===== config.mk =====
export PLATFORM = sky130hd
export DESIGN_NAME = linear_table_search_edit_unit
export DESIGN_NICKNAME = d
export VERILOG_FILES = /design/src/sv/lts_pkg.sv /design/src/sv/lts_ctrl.sv /design/src/sv/lts_dp.sv /design/src/sv/linear_table_search_edit_unit.sv
export SDC_FILE = /design/constraint.sdc
export NUM_CORES = 1
export LEC_CHECK = 0
export BUFFER_PORTS_ARGS = -buffer_cell sky130_fd_sc_hd__buf_4
export CAP_MARGIN = 10
export CORE_MARGIN = 1
export CORE_UTILIZATION = 50
export DETAILED_ROUTE_END_ITERATION = 12
export HOLD_SLACK_MARGIN = 0.15
export PLACE_DENSITY = 0.63
export SLEW_MARGIN = 25
export SYNTH_ARGS = -nofsm -noshare
export SYNTH_HDL_FRONTEND = slang
export SYNTH_SLANG_ARGS = --single-unit

===== constraint.sdc =====
create_clock -name clk -period 7.7 [get_ports clk]
set_input_delay 2.31 -clock clk [delete_from_list [all_inputs] [get_ports clk]]
set_output_delay 2.31 -clock clk [all_outputs]
set_load 0.005 [all_outputs]

===== src/sv/lts_pkg.sv =====
package lts_pkg;

    // Table geometry.
    localparam int DEPTH = 16;
    localparam int IDX_W = $clog2(DEPTH);
    localparam int CNT_W = $clog2(DEPTH + 1);

    // Payload widths.
    localparam int OP_W   = 3;
    localparam int DATA_W = 32;
    localparam int STAT_W = 2;

    // Operation codes.
    localparam logic [OP_W-1:0] OP_CLEAR   = 3'd0;
    localparam logic [OP_W-1:0] OP_APPEND  = 3'd1;
    localparam logic [OP_W-1:0] OP_SEARCH  = 3'd2;
    localparam logic [OP_W-1:0] OP_REPLACE = 3'd3;
    localparam logic [OP_W-1:0] OP_DELETE  = 3'd4;

    // Result status codes.
    localparam logic [STAT_W-1:0] ST_OK        = 2'd0;
    localparam logic [STAT_W-1:0] ST_FULL      = 2'd1;
    localparam logic [STAT_W-1:0] ST_NOT_FOUND = 2'd2;

    // Controller states.
    typedef enum logic [3:0] {
        S_IDLE  = 4'b0001,
        S_WALK  = 4'b0010,
        S_SHIFT = 4'b0100,
        S_DONE  = 4'b1000
    } state_t;

    // Commands from the controller to the datapath.
    typedef struct packed {
        logic load;        // capture the incoming transaction
        logic step;        // examine the current entry and advance
        logic mark;        // first match of a delete found
        logic shift;       // move one entry down
        logic shrink;      // drop the last entry after a delete
        logic emit_final;  // write the closing result
    } cmd_t;

    // Status from the datapath to the controller.
    typedef struct packed {
        logic is_walk;
        logic is_search;
        logic is_delete;
        logic at_end;
        logic match;
        logic out_free;
    } stat_t;

endpackage


===== src/sv/lts_ctrl.sv =====
module lts_ctrl
(
    input  logic           clk,
    input  logic           rst_n,
    input  logic           in_valid,
    output logic           in_stall,
    input  lts_pkg::stat_t stat,
    output lts_pkg::cmd_t  cmd
);

    lts_pkg::state_t state_reg;
    lts_pkg::state_t state_next;

    always_ff @(posedge clk or negedge rst_n)
    begin
        if (!rst_n)
        begin
            state_reg <= lts_pkg::S_IDLE;
        end
        else
        begin
            state_reg <= state_next;
        end
    end

    always_comb
    begin
        state_next = state_reg;
        cmd        = '0;
        in_stall   = 1'b1;
        case (state_reg)
            lts_pkg::S_IDLE:
            begin
                in_stall = 1'b0;
                if (in_valid)
                begin
                    cmd.load   = 1'b1;
                    state_next = lts_pkg::S_WALK;
                end
            end
            lts_pkg::S_WALK:
            begin
                if (!stat.is_walk || stat.at_end)
                begin
                    state_next = lts_pkg::S_DONE;
                end
                else if (stat.is_delete && stat.match)
                begin
                    cmd.mark   = 1'b1;
                    state_next = lts_pkg::S_SHIFT;
                end
                else if (!(stat.is_search && stat.match) || stat.out_free)
                begin
                    // A search hit waits here until the output register can take it.
                    cmd.step = 1'b1;
                end
            end
            lts_pkg::S_SHIFT:
            begin
                if (stat.at_end)
                begin
                    cmd.shrink = 1'b1;
                    state_next = lts_pkg::S_DONE;
                end
                else
                begin
                    cmd.shift = 1'b1;
                end
            end
            lts_pkg::S_DONE:
            begin
                if (stat.out_free)
                begin
                    cmd.emit_final = 1'b1;
                    state_next     = lts_pkg::S_IDLE;
                end
            end
            default:
            begin
                state_next = lts_pkg::S_IDLE;
            end
        endcase
    end

endmodule


===== src/sv/lts_dp.sv =====
module lts_dp
(
    input  logic                              clk,
    input  logic                              rst_n,
    input  lts_pkg::cmd_t                     cmd,
    output lts_pkg::stat_t                    stat,
    input  logic [lts_pkg::OP_W-1:0]          op,
    input  logic signed [lts_pkg::DATA_W-1:0] key,
    input  logic signed [lts_pkg::DATA_W-1:0] new_value,
    output logic                              out_valid,
    input  logic                              out_stall,
    output logic [lts_pkg::IDX_W-1:0]         index,
    output logic                              hit,
    output logic [lts_pkg::CNT_W-1:0]         tally,
    output logic [lts_pkg::STAT_W-1:0]        status,
    output logic                              last
);

    localparam logic [lts_pkg::CNT_W-1:0] DEPTH_C = lts_pkg::CNT_W'(lts_pkg::DEPTH);

    logic [lts_pkg::DATA_W-1:0] entries [lts_pkg::DEPTH];

    logic [lts_pkg::OP_W-1:0]   op_reg;
    logic [lts_pkg::DATA_W-1:0] key_reg;
    logic [lts_pkg::DATA_W-1:0] nv_reg;
    logic [lts_pkg::CNT_W-1:0]  ptr_reg;
    logic [lts_pkg::CNT_W-1:0]  ptr_next;
    logic [lts_pkg::CNT_W-1:0]  cnt_reg;
    logic [lts_pkg::CNT_W-1:0]  cnt_next;
    logic [lts_pkg::IDX_W-1:0]  del_idx_reg;
    logic                       found_reg;
    logic [lts_pkg::CNT_W-1:0]  fill_reg;
    logic [lts_pkg::CNT_W-1:0]  fill_next;

    logic                        out_valid_reg;
    logic                        out_valid_next;
    logic [lts_pkg::IDX_W-1:0]   index_reg;
    logic                        hit_reg;
    logic [lts_pkg::CNT_W-1:0]   tally_reg;
    logic [lts_pkg::STAT_W-1:0]  status_reg;
    logic                        last_reg;

    logic [lts_pkg::DATA_W-1:0] rd_data;
    logic                       match;
    logic                       has_room;
    logic                       is_search;
    logic                       is_replace;
    logic                       is_delete;

    logic                        emit;
    logic [lts_pkg::IDX_W-1:0]   e_index;
    logic                        e_hit;
    logic [lts_pkg::CNT_W-1:0]   e_tally;
    logic [lts_pkg::STAT_W-1:0]  e_status;
    logic                        e_last;

    logic                        wr_en;
    logic [lts_pkg::IDX_W-1:0]   wr_addr;
    logic [lts_pkg::DATA_W-1:0]  wr_data;

    // The walk pointer is the only read address into the table.
    assign rd_data    = entries[ptr_reg[lts_pkg::IDX_W-1:0]];
    assign match      = (rd_data == key_reg);
    assign has_room   = (fill_reg < DEPTH_C);
    assign is_search  = (op_reg == lts_pkg::OP_SEARCH);
    assign is_replace = (op_reg == lts_pkg::OP_REPLACE);
    assign is_delete  = (op_reg == lts_pkg::OP_DELETE);

    always_comb
    begin
        stat.is_walk   = op_reg inside {lts_pkg::OP_SEARCH, lts_pkg::OP_REPLACE,
                                        lts_pkg::OP_DELETE};
        stat.is_search = is_search;
        stat.is_delete = is_delete;
        stat.at_end    = (ptr_reg == fill_reg);
        stat.match     = match;
        stat.out_free  = !out_valid_reg || !out_stall;
    end

    // Result selection.
    always_comb
    begin
        emit     = 1'b0;
        e_index  = '0;
        e_hit    = 1'b0;
        e_tally  = fill_reg;
        e_status = lts_pkg::ST_OK;
        e_last   = 1'b1;
        if (cmd.step && is_search && match)
        begin
            emit    = 1'b1;
            e_index = ptr_reg[lts_pkg::IDX_W-1:0];
            e_hit   = 1'b1;
            e_tally = cnt_reg + 1'b1;
            e_last  = 1'b0;
        end
        else if (cmd.emit_final)
        begin
            emit = 1'b1;
            case (op_reg)
                lts_pkg::OP_CLEAR:
                begin
                    e_hit   = 1'b1;
                    e_tally = '0;
                end
                lts_pkg::OP_APPEND:
                begin
                    if (has_room)
                    begin
                        e_index = fill_reg[lts_pkg::IDX_W-1:0];
                        e_hit   = 1'b1;
                        e_tally = fill_reg + 1'b1;
                    end
                    else
                    begin
                        e_status = lts_pkg::ST_FULL;
                    end
                end
                lts_pkg::OP_SEARCH, lts_pkg::OP_REPLACE:
                begin
                    e_hit    = (cnt_reg != '0);
                    e_tally  = cnt_reg;
                    e_status = (cnt_reg != '0) ? lts_pkg::ST_OK : lts_pkg::ST_NOT_FOUND;
                end
                lts_pkg::OP_DELETE:
                begin
                    if (found_reg)
                    begin
                        e_index = del_idx_reg;
                        e_hit   = 1'b1;
                    end
                    else
                    begin
                        e_status = lts_pkg::ST_NOT_FOUND;
                    end
                end
                default:
                begin
                    e_status = lts_pkg::ST_OK;
                end
            endcase
        end
    end

    // Table write port: replace hit, delete shift, or append.
    always_comb
    begin
        wr_en   = 1'b0;
        wr_addr = ptr_reg[lts_pkg::IDX_W-1:0];
        wr_data = nv_reg;
        if (cmd.step && is_replace && match)
        begin
            wr_en = 1'b1;
        end
        else if (cmd.shift)
        begin
            wr_en   = 1'b1;
            wr_addr = ptr_reg[lts_pkg::IDX_W-1:0] - 1'b1;
            wr_data = rd_data;
        end
        else if (cmd.emit_final && (op_reg == lts_pkg::OP_APPEND) && has_room)
        begin
            wr_en   = 1'b1;
            wr_addr = fill_reg[lts_pkg::IDX_W-1:0];
            wr_data = key_reg;
        end
    end

    always_comb
    begin
        ptr_next = ptr_reg;
        if (cmd.load)
        begin
            ptr_next = '0;
        end
        else if (cmd.step || cmd.mark || cmd.shift)
        begin
            ptr_next = ptr_reg + 1'b1;
        end

        cnt_next = cnt_reg;
        if (cmd.load)
        begin
            cnt_next = '0;
        end
        else if (cmd.step && match && (is_search || is_replace))
        begin
            cnt_next = cnt_reg + 1'b1;
        end

        fill_next = fill_reg;
        if (cmd.shrink)
        begin
            fill_next = fill_reg - 1'b1;
        end
        else if (cmd.emit_final && (op_reg == lts_pkg::OP_CLEAR))
        begin
            fill_next = '0;
        end
        else if (cmd.emit_final && (op_reg == lts_pkg::OP_APPEND) && has_room)
        begin
            fill_next = fill_reg + 1'b1;
        end

        out_valid_next = out_valid_reg && out_stall;
        if (emit)
        begin
            out_valid_next = 1'b1;
        end
    end

    always_ff @(posedge clk or negedge rst_n)
    begin
        if (!rst_n)
        begin
            fill_reg      <= '0;
            out_valid_reg <= 1'b0;
            found_reg     <= 1'b0;
        end
        else
        begin
            fill_reg      <= fill_next;
            out_valid_reg <= out_valid_next;
            if (cmd.load)
            begin
                found_reg <= 1'b0;
            end
            else if (cmd.mark)
            begin
                found_reg <= 1'b1;
            end
        end
    end

    always_ff @(posedge clk)
    begin
        ptr_reg <= ptr_next;
        cnt_reg <= cnt_next;
        if (cmd.load)
        begin
            op_reg  <= op;
            key_reg <= key;
            nv_reg  <= new_value;
        end
        if (cmd.mark)
        begin
            del_idx_reg <= ptr_reg[lts_pkg::IDX_W-1:0];
        end
        if (emit)
        begin
            index_reg  <= e_index;
            hit_reg    <= e_hit;
            tally_reg  <= e_tally;
            status_reg <= e_status;
            last_reg   <= e_last;
        end
        if (wr_en)
        begin
            entries[wr_addr] <= wr_data;
        end
    end

    assign out_valid = out_valid_reg;
    assign index     = index_reg;
    assign hit       = hit_reg;
    assign tally     = tally_reg;
    assign status    = status_reg;
    assign last      = last_reg;

endmodule


===== src/sv/linear_table_search_edit_unit.sv =====
// Linear table search and edit unit.
//
// The block keeps an unsorted table of up to sixteen signed 32-bit values
// and a fill count. Each input transaction (in_valid, in_stall) carries an
// op code with a key and a replacement value: clear, append, search, replace
// or delete. Results leave on the output channel (out_valid, out_stall), one
// transaction per result; the final result of an operation has last set.
// Search gives one result per matching entry and then a closing result.
//
// One operation is in flight at a time. The input is taken only while the
// controller is idle. Clear, append and unknown codes do not walk the table.
// Search and replace walk the filled part of the table one entry per cycle,
// except that a search hit pauses the walk while the output register is
// occupied. Delete walks to the first match and then moves each later
// entry down one place per cycle. The single table read port is addressed
// by the walk pointer.
//
// Reset empties the table and drops any pending result. While the receiver
// stalls, a finished result is held in the output register; a search hit or
// closing result that finds the register occupied waits, pausing the walk.
module linear_table_search_edit_unit
(
    input  logic                              clk,
    input  logic                              rst_n,
    input  logic                              in_valid,
    output logic                              in_stall,
    input  logic [lts_pkg::OP_W-1:0]          op,
    input  logic signed [lts_pkg::DATA_W-1:0] key,
    input  logic signed [lts_pkg::DATA_W-1:0] new_value,
    output logic                              out_valid,
    input  logic                              out_stall,
    output logic [lts_pkg::IDX_W-1:0]         index,
    output logic                              hit,
    output logic [lts_pkg::CNT_W-1:0]         tally,
    output logic [lts_pkg::STAT_W-1:0]        status,
    output logic                              last
);

    // Commands and status between the controller and the datapath.
    lts_pkg::cmd_t  cmd;
    lts_pkg::stat_t stat;

    // The controller sequences each operation through walk, shift and finish.
    lts_ctrl u_ctrl
    (
        .clk      (clk),
        .rst_n    (rst_n),
        .in_valid (in_valid),
        .in_stall (in_stall),
        .stat     (stat),
        .cmd      (cmd)
    );

    // The datapath holds the table, counters and the output register.
    lts_dp u_dp
    (
        .clk       (clk),
        .rst_n     (rst_n),
        .cmd       (cmd),
        .stat      (stat),
        .op        (op),
        .key       (key),
        .new_value (new_value),
        .out_valid (out_valid),
        .out_stall (out_stall),
        .index     (index),
        .hit       (hit),
        .tally     (tally),
        .status    (status),
        .last      (last)
    );

`ifndef ASSERT_OFF
    // Only one operation is in flight: an accepted transaction closes the input.
    a_single_op: assert property (@(posedge clk) disable iff (!rst_n)
        in_valid && !in_stall |=> in_stall)
        else $error("input accepted while an operation was in flight");

    // The controller issues at most one command per cycle.
    a_cmd_onehot: assert property (@(posedge clk) disable iff (!rst_n)
        $onehot0({cmd.load, cmd.step, cmd.mark, cmd.shift, cmd.shrink, cmd.emit_final}))
        else $error("conflicting datapath commands");

    // The closing result is written only when the output register can take it.
    a_final_room: assert property (@(posedge clk) disable iff (!rst_n)
        cmd.emit_final |-> stat.out_free)
        else $error("closing result would overwrite a pending result");

    // A reported count never exceeds the table size.
    a_tally_range: assert property (@(posedge clk) disable iff (!rst_n)
        out_valid |-> (tally <= lts_pkg::CNT_W'(lts_pkg::DEPTH)))
        else $error("tally out of range");
`endif

endmodule


==> After elaboration in Yosys (flattened, before gate mapping) <==
Memory sizes are Yosys's and may differ from the RTL's. A register that Yosys moved wholly into a read port is not among the register bits.
Index checks and enable logic that the tools add are counted.
{ "classes": {"addsub": 5, "magnitude_cmp": 1, "n_eq_ne": 14, "mux": 58, "n_bitwise": 1, "reduce_logical": 30} }
{ "ops": {"columns": ["operator", "n"], "rows": [
  ["2-to-1 mux 32 bit", 3],
  ["2-to-1 mux 4 bit", 14],
  ["equality test 32 bit", 1],
  ["2-to-1 mux 5 bit", 6],
  ["2-to-1 mux 1 bit", 25],
  ["case mux 4 bit (4 select lines)", 1],
  ["adder 5 x 1 -> 5 bit, second input constant", 3],
  ["case mux 5 bit (3 select lines)", 1],
  ["logical AND 1 bit", 12],
  ["2-to-1 mux 2 bit", 5],
  ["case mux 4 bit (2 select lines)", 1],
  ["equality test 3 x 2 -> 1 bit, second input constant", 2],
  ["logical OR 1 bit", 6],
  ["case mux 2 bit (3 select lines)", 1],
  ["nonzero test 3 bit", 2],
  ["equality test 5 bit", 1],
  ["less-than comparator 5 bit, second input constant", 1],
  ["nonzero test 5 bit", 1],
  ["subtractor 5 x 1 -> 5 bit, second input constant", 1],
  ["equality test 4 x 1 -> 1 bit, second input constant", 1],
  ["equality test 4 x 2 -> 1 bit, second input constant", 1],
  ["equality test 4 x 3 -> 1 bit, second input constant", 1],
  ["equality test 4 bit, second input constant", 1],
  ["zero test 1 bit", 4],
  ["other kinds (12)", 14]
]} }
{ "totals": {"reg_bits": 105, "ramBits": 512, "input_bits": 71, "mem_count": 1} }
{ "mem_list": {"columns": ["name", "depth", "word_bits", "rd", "rd_clocked_by_memory_dff", "write_ports", "line_no", "rtl"], "rows": [
  ["u_dp.entries", 16, 32, 1, 1, 1, "lts_dp.sv:21", "logic [lts_pkg::DATA_W-1:0] entries [lts_pkg::DEPTH];"]
]} }

==> Depth between registers and ports, before layout <==
{ "depth": {"ltp_word": 13, "ltp_mapped": 16, "depth_no_buf": 9} }

==> Cells and area by module <==
A second synthesis with hierarchy kept.
{ "hier_totals": {"cells_unflattened": 1559, "hier_area_um2": 25821.0} }
{ "by_module_without_submodules": {"columns": ["module", "n_inst", "cells_each", "area_per_inst_um2"], "rows": [
  ["lts_dp", 1, 1520, 25500.7],
  ["lts_ctrl", 1, 39, 320.3]
]} }

==> Worst setup path before layout <==
Ideal clock, no wire load.
{ "synth_path": {"path_type": "input to register", "from": "input out_stall", "to": "memory u_dp.entries[1][0] (netlist name), enable pin", "setup_ns": 0.501, "arrival_time_ns": 6.631, "required_ns": 7.199, "slack_ns": 0.568, "stages": 6, "n_path_buf": 0, "cell_sequence": "nand3_1 > a21oi_1 > or4_4 > nor3_4 > a31oi_4 > nor4_1"} }
{ "synth_via": {"elab_chain_cells": 12, "elab_cells_between_ends": 21, "classes_between": "14 x mux; 7 x reduce/logical"} }
{ "synth_lines": {"columns": ["element", "line_no", "rtl"], "rows": [
  ["start, declared", "linear_table_search_edit_unit.sv:31", "input logic out_stall,"],
  ["zero test 1 bit *", "lts_dp.sv:77", "stat.out_free = !out_valid_reg || !out_stall;"],
  ["logical OR 1 bit *", "lts_dp.sv:77", null],
  ["logical OR 1 bit", "lts_ctrl.sv:52", "else if (!(stat.is_search && stat.match) || stat.out_free)"],
  ["2-to-1 mux 1 bit", "lts_ctrl.sv:52", null],
  ["2-to-1 mux 1 bit", "lts_ctrl.sv:47", "else if (stat.is_delete && stat.match)"],
  ["2-to-1 mux 2 bit", "lts_ctrl.sv:43", "if (!stat.is_walk || stat.at_end)"],
  ["2-to-1 mux 2 bit", "lts_ctrl.sv:31", "case (state_reg)"],
  ["logical AND 1 bit (2 in series)", "lts_dp.sv:151", "if (cmd.step && is_replace && match)"],
  ["2-to-1 mux 1 bit", "lts_dp.sv:151", null],
  ["2-to-1 mux 1 bit", "lts_dp.sv:257", "if (wr_en)"],
  ["2-to-1 mux 1 bit (not written as such)", "lts_dp.sv:259", "entries[wr_addr] <= wr_data;"],
  ["end, declared", "lts_dp.sv:21", null]
]} }
Mark *: on every way between the ends. The rest lies on a longest branch, timed or not.

==> results.txt <==
Area leader, netlist: edfxtp_1
Buf/Inv on CP: 2
CP arrival: 6.46 ns
Tcrit/Tclk final: 0.802
Wire per inst: 27.4 um
HP Class: flip-flop to flip-flop
Antenna diodes: 0
Design area: 29500 um^2
CP delay by family, top: simple AND/OR/NAND/NOR gates
Worst-margin pin slew: 1.07 ns
Flop-to-flop setup slack: 1.52 ns
Final routed DRC violation total: 0
Final Hold Viols: 0
Fmax: 0.162 GHz
Share of layout cells above drive strength 1: 0.258
Most used cell along the critical path: buf_4
RSZ-0062 raised after global routing: false
#FFs+latches synth: 621
Antenna violations before repair: 1
Area growth syn-to-layout: 14.6%
Global Route Usage Sum: 0.247
Final min period: 6.18 ns
Distinct cells, synth: 70
Seq/Total Area, Yosys: 0.718
Die height: 229 um
Largest net degree at the start of global routing: 54
DR vias/cell: 6.17
Setup TNS: 0 ns
WHS Endpoint: u_dp.ptr_reg[4]$_SDFFE_PP0N_
Routed via count: 14400
Syn nets: 1563
Power Density: 277 nW/um^2
Status: complete, no violations
CP Capture Type: flip-flop
Die extent in x: 229 um
# hold bufs at CTS: 0
Worst Setup Start Kind: flip-flop
H-tree depth reported by CTS: 3
Top FF cell, synth: edfxtp_1
Cells after Synth: 1484
Final slew viol count: 0
Post-DP HPWL: 36.7 mm
Leakage power: 9.45 nW
Critical path peak fanout: 32
Cells on Worst Hold Path: 2
RePlAce Congestion: 0.842
Post-DP Area: 27200 um^2
Vias in the first global route: 14300
Relative slew slack: 0.285
Critical-path top delay cell: nor4_2
Max reg flops: 512
Initial drt markers: 1362
TritonCTS Buffers: 67
CTS max path bufs: 3
Nets: 1683
CTS root buffer: clkbuf_16
# placed instances: 2207
Synth Warn #: 0
Top cell type's share of synthesized area: 0.696
Clock slew seen by the registers of the worst setup and hold paths: 0.06 ns
Critical path class: flip-flop to flip-flop
Reg2Reg Depth: 11
Core Area: 50500 um^2
Grt ovf: 0
TritonCTS clock tree: yes
CTS resizes: 0
Final WL: 63.7 mm
FFs w/ async S/R, synth: 0.0177
FILL cells: 3803
Final Setup Violations: 0
# IOs: 86
Slowest cell delay on critical path: 0.92 ns
First-pass GRT wire length: 94.2 mm
Worst path cell trace: buf_4, mux4_2, mux2i_1, mux2_2, xor2_1, nand4_1, or4_1, nor3_4, a31oi_4, nor4_2, buf_4
Setup Fix Bufs, Post-CTS: 0
Starting Density: 0.509
Hold path start: u_dp.ptr_reg[4]$_SDFFE_PP0N_
Clk sinks: 621
Synth top area cells: edfxtp_1 70%, mux4_2 8.4%, mux2i_1 3.2%
Post-synth EDFFs: 596
Post-Syn Area per Cell: 17.3 um^2
Input/output buffers: 85
Post-Layout Cell Count: 2326
Max cap viols: 0
Worst VDD drop: 0.162 mV
Die Outline Area: 52300 um^2
Row Count: 82
Detailed Routing Iterations Pass 1: 5
Clock Latency Late Sink: 0.61 ns
Worst flop-to-flop path endpoint: u_dp.entries[9][14]$_DFFE_PP_
Skew final: 0.0202 ns
Post-DRT Antenna Nets: 0
Cell Area, Synth: 25700 um^2
Required time of the critical path: 7.99 ns
==> final cells by class <==
cell class	instances	area, um^2	area share
clock buffer	90	1850	0.0627
multi-input combinational	763	7000	0.237
clock inverter	29	251	0.00853
timing repair buffer	131	996	0.0338
sequential	621	18500	0.626
inverter	20	77.6	0.00263
tap	672	841	0.0285
==> how the worst max path moves through the flow <==
stage / startpoint / end / slack [ns] / cells past startpoint
floorplan: out_stall / u_dp.entries[1][0]$_DFFE_PP_ / 0.57 / 6
global placement: flip-flop / u_dp.entries[9][22]$_DFFE_PP_ / 1.60 / 11
detailed placement: flip-flop / u_dp.entries[9][14]$_DFFE_PP_ / 1.47 / 11
CTS: flip-flop / u_dp.entries[9][14]$_DFFE_PP_ / 1.43 / 11
global route: flip-flop / u_dp.entries[9][14]$_DFFE_PP_ / 1.19 / 11
finish: flip-flop / u_dp.entries[9][14]$_DFFE_PP_ / 1.52 / 11
==> stage by stage <==
stage / hold slack, ns / util / worst slack, ns / power (mW)
4_1_cts: 0.510 / 0.581 / 1.43 / 8.19
3_5_place_dp: 0.495 / 0.539 / 1.47 / 5.12
5_1_grt: 0.546 / 0.584 / 1.19 / 8.42
3_3_place_gp: 0.487 / 0.539 / 1.60 / 5.09
6_report: 0.507 / 0.584 / 1.52 / 8.17
2_1_floorplan: 0.406 / - / 0.568 / 4.74
==> logic make-up after synthesis <==
family / synth area share
AO/OA/AOI/OAI: 0.0506
XOR/XNOR: 0.0148
adder cells (fa/ha/maj): 0.00389
buffers and inverters: 0.0213
flip-flops: 0.718
multiplexers: 0.130
AND/OR/NAND/NOR: 0.0614
==> where the power goes <==
part	internal [mW]	switching (mW)	total, mW
sequential	3.97	0.126	4.10
combinational	0.324	0.650	0.974
clock	1.79	1.30	3.09
total	6.09	2.07	8.17
==> worst register-to-register path, delay by kind of cell (launching register included) <==
kind | cells | cell delay [ns]
AND/OR/NAND/NOR | 4 | 2.43
multiplexers | 3 | 0.96
buffers and inverters | 2 | 0.90
flip-flops | 1 | 0.79
XOR/XNOR | 1 | 0.47
AO/OA/AOI/OAI | 1 | 0.32
==> Yosys cell counts (14+ instances only) <==
cell / n
clkbuf_1: 33
mux2_2: 32
a21oi_1: 24
dfxtp_1: 14
o22ai_1: 15
mux4_2: 96
a31oi_1: 32
nor3_1: 45
a22oi_1: 24
mux2i_1: 82
o21ai_0: 20
inv_1: 17
nand3_1: 27
nor2_1: 56
nand2_1: 109
edfxtp_1: 596
buf_2: 21
xnor2_1: 27
==> layer usage <==
metal  GRT usage  up-vias  part of all wire
met3      0.0427      105             0.069
met1       0.357     7445              0.44
met2       0.383      602              0.47
met5           0        -                 0
li1            -     6200                 -
met4      0.0790        0             0.026
==> cells in the final DEF (no fill, tap or decap), drive strengths merged, types with 10 or more instances in the layout <==
cell,Yosys,layout
nand2,109,109
xor2,11,11
nand3,27,27
nor4,13,13
o22ai,15,15
clkbuf,33,90
xnor2,30,30
a22oi,27,27
nor2b,10,10
a21oi,24,24
mux2,33,33
clkinv,2,24
o21ai,20,20
buf,47,131
inv,18,20
a22o,13,13
dfrtp,10,10
edfxtp,596,596
mux2i,82,82
nor2,56,56
nor3,47,47
dfxtp,14,14
mux4,96,96
a31oi,33,33
Note: power is estimated with default switching activity, not from simulation.
